`src/rtl/bra_map_ram.sv`:
```
// bra_map_ram: byte-wide usage map storage, one write and one read port
// read data registered, valid in the cycle after the read; no reset, cleared by a sweep from the top level
module bra_map_ram #(
  parameter int DEPTH  = 512,
  parameter int ADDR_W = 9
) (
  input  logic              clk,
  input  logic              wr_en,
  input  logic [ADDR_W-1:0] wr_addr,
  input  logic [7:0]        wr_data,
  input  logic              rd_en,
  input  logic [ADDR_W-1:0] rd_addr,
  output logic [7:0]        rd_data
);

  logic [7:0] mem [DEPTH];

  always_ff @(posedge clk) begin
    if (wr_en) begin
      mem[wr_addr] <= wr_data;
    end
  end

  always_ff @(posedge clk) begin
    if (rd_en) begin
      rd_data <= mem[rd_addr];
    end
  end

endmodule

```
`config.mk`:
```
export PLATFORM = sky130hd
export DESIGN_NAME = bra_map_ram
export DESIGN_NICKNAME = d
export VERILOG_FILES = /design/src/rtl/bra_map_ram.sv
export SDC_FILE = /design/constraint.sdc
export NUM_CORES = 2
export LEC_CHECK = 0
export BUFFER_PORTS_ARGS = -buffer_cell sky130_fd_sc_hd__buf_2
export CAP_MARGIN = 20
export CORE_UTILIZATION = 45
export DETAILED_ROUTE_END_ITERATION = 7
export PLACE_DENSITY = 0.66
export SETUP_SLACK_MARGIN = 0.1
export SLEW_MARGIN = 20
export SYNTH_ARGS = -nofsm -noshare
export SYNTH_HDL_FRONTEND = slang
export SYNTH_SLANG_ARGS = --single-unit
```
`constraint.sdc`:
```
create_clock -name clk -period 2.9 [get_ports clk]
set_input_delay 0.58 -clock clk [delete_from_list [all_inputs] [get_ports clk]]
set_output_delay 0.58 -clock clk [all_outputs]
set_load 0.05 [all_outputs]
```
==> qor.yml <==
run_status:
  outcome: "complete, no violations"
floorplanning:
  die-area_um2: 358000
  die_w_um: 598
  fp.dieH_um: 598
  rows: 218
  core_region_area_um2: 353000
  io_pins: 37
  initial_utilization: 0.453
sta:
  period_needed_ns: 2.90
  max_freq_mhz: 345
  post-route-period-util: 0.999
  finalSetupTns_ns: 0
  finClkSkew_ns: 0.0584
  setup_slack_ns: 0.00147
  rsz0062_at_grt: "true"
  timing.slew.headroom: 0.192
  timing_hold_violations_final: 0
  timing.final.max_slew_violations: 0
  setup_violations: 0
  worst_pin_slew_ns: 1.20
drt:
  routed_wl_um: 428000
  drc: 0
  avgRoutedWirePerCell_um: 29.5
  ant_nets: 0
  vias: 86600
  dr.pass1.iters: 8
  viasPerCell: 5.98
  drtIter0Drc: 11400
cts:
  clock-root-buffer: "clkbuf_16"
  cts.clk_slew.worst_paths_ns: 0.07
  post_cts_buffers: 0
  cts_num_sinks: 4104
  h-tree-depth: 5
  cts_inserted_buffers: 400
  cts_hold_buf: 0
  clk_latency_ns: 0.97
  cts_tree: "done"
  cts_buffer_depth: 4
worst_setup_path:
  critPathMostFrequentCell: "buf_4"
  endpoint_kind: "flip-flop"
  slowest_stage: "o221ai_1"
  critPathBufInv: 5
  required_ns: 3.74
  slowest_delay_ns: 0.52
  arrival_ns: 3.74
  path_delay_family: "simple AND/OR/NAND/NOR gates"
  path_max_fanout: 88
  crit_type: "input port to flip-flop"
  setup.worst_path.start_class: "input port"
  path_cells: "buf_8 > or2_4 > buf_12 > o221ai_1 > buf_4 > a21oi_1 > nor4_2 > buf_4 > nand4_1 > nor4_1 > buf_4 > o2111a_1"
placed_design:
  gp_congestion: 0.945
  port-buffer-count: 36
  dp_slack_ns: -1.06
  hpwl_um: 278000
  dp_cells: 13800
yosys:
  syn_avg_cell_area_um2: 19.9
  ys_seq_area_frac: 0.770
  synth-compound-area-share: 0.0431
  yosysTopAreaCellShare: 0.770
  muxShareOfSynthArea: 0.142
  syn_nets: 8059
  synth_fa_ha_area_frac: 0
  yosys_warnings: 0
  synth_area_um2: 160000
  synth-simple-area-share: 0.0263
  synthCells: 8030
  yosys-top-cells-area: "edfxtp_1 77%, mux4_2 9.2%, mux2i_1 5.0%"
  synth_top_family_by_area: "multiplexers"
  yosysUniqueCellTypes: 50
  yosys_most_used_dff: "edfxtp_1"
  synth_edf_count: 4104
  ys_seq_elements: 4104
  synth_xor_xnor_area_share: 0
  yosysTopAreaCell: "edfxtp_1"
  ys_async_sr_fraction: 0
grt:
  antenna_found_initial: 16
  grt.overflow.total: 0
  grt_max_degree: 114
  grt_pass1_vias: 86700
  grt_pass1_wl_um: 615000
  track_usage: 0.237
power_and_ir_drop:
  power_leakage_uw: 0.0633
  p_per_area_nw_per_um2: 659
  ir_drop_v: 0.000590
layout:
  drive_above_1_share: 0.287
  fill_cells: 26600
  final_cell_mix: "4104 x edfxtp_1, 1284 x buf_4, 797 x mux2i_1"
  synthToLayoutAreaGrowth_pct: 19.0
  final_cells: 14500
  nNetsFinal: 9460
  mostFrequentLayoutCell: "edfxtp_1"
flow_run:
  cap_viol_max_count: 0
worst_hold_path:
  hp-class: "input port to flip-flop"
-- layer usage --
metal  GRT usage  share of wire  vias to the layer above
met5           0       0.000030                        -
met2       0.387           0.48                     4524
met1       0.322           0.39                    45100
met4      0.0841          0.040                        2
li1            -              -                    36300
met3      0.0387          0.090                      747
-- report_power, final --
part	switching (uW)	internal, uW	leakage, uW
clock	22300	31000	0.00653
combinational	4340	2630	0.0199
sequential	51.6	65300	0.0369
total	26700	98900	0.0633
-- synth_stat cells (2+ instances only) --
library cell / count
o22a_1: 3
a21oi_1: 194
a2111oi_0: 3
nor2b_1: 6
o221ai_1: 371
edfxtp_1: 4104
a22o_1: 5
buf_6: 64
and2_1: 20
o31ai_1: 13
a31oi_1: 2
nand2_1: 111
a22oi_1: 61
buf_8: 11
or3_1: 6
nor4_1: 36
o2111a_1: 8
a211oi_1: 17
inv_1: 2
buf_1: 41
o21ai_0: 118
or2_2: 4
nor3_1: 109
and3b_1: 4
clkbuf_1: 265
buf_4: 70
o41ai_1: 7
nor2_1: 597
nor3b_1: 8
o22ai_1: 163
mux4_2: 654
and3_1: 4
buf_12: 5
nand3_1: 36
nand2b_1: 4
mux2i_1: 797
nand4_1: 32
o311ai_0: 5
a211o_1: 2
o211ai_1: 2
buf_2: 57
-- worst reg2reg max path: stages, from the launching register on --
cell	delay, ns
edfxtp_1	0.33
mux2i_1	0.08
o221ai_1	0.43
a21oi_1	0.24
nor4_1	0.42
buf_4	0.17
nand4_1	0.33
buf_4	0.28
o21ai_2	0.15
o2111a_1	0.22
-- what timing repair did --
action / 4_1_cts / 5_1_grt
pin swaps: 1 / 3
endpoints found under the setup margin: 7 / 8
gates resized for setup: 10 / 19
-- worst paths after layout --
path                             startpoint  depth (start not counted)  slack, ns          to
worst max-delay path             rd_addr[1]                         12      0.001  rd_data[5]
worst min-delay path                  rd_en                          1       0.09  rd_data[5]
worst max register to register  mem[104][4]                          9       0.13  rd_data[4]
worst min register to register  mem[386][5]                          6       1.34  rd_data[5]
-- area by class of cell --
cell class	count	area (um^2)	share of cell area
Antenna cell	8	20.0	0.000105
Tap cell	4730	5920	0.0311
Clock buffer	471	10400	0.0544
Sequential cell	4104	123000	0.647
Inverter	3	18.8	0.0000985
Clock inverter	257	3060	0.0160
Multi-Input combinational cell	3410	34100	0.179
Timing Repair Buffer	1512	13800	0.0723
-- state kept, by name (all words and copies together) (netlist names) --
name     count
mem       4096
rd_data      8
-- logic make-up (layout without fill, tap and decap cells) --
| group | count (synthesis) | after routing |
|---|---|---|
| flops | 4104 | 4104 |
| simple gates | 980 | 980 |
| mux | 1451 | 1451 |
| buf+inv | 516 | 2243 |
| other cells | 0 | 8 |
| compound gates | 979 | 979 |
-- metrics by stage --
step	util	total power [uW]	instance area, um^2	hold WS [ns]
floorplan	-	69800	160000	0.679
global placement	0.501	73400	177000	1.06
detailed placement	0.501	73500	177000	1.07
CTS	0.539	126000	190000	0.0253
global route	0.539	128000	190000	0.0549
finish	0.539	126000	190000	0.0878
Note: power is estimated with default switching activity, not from simulation.
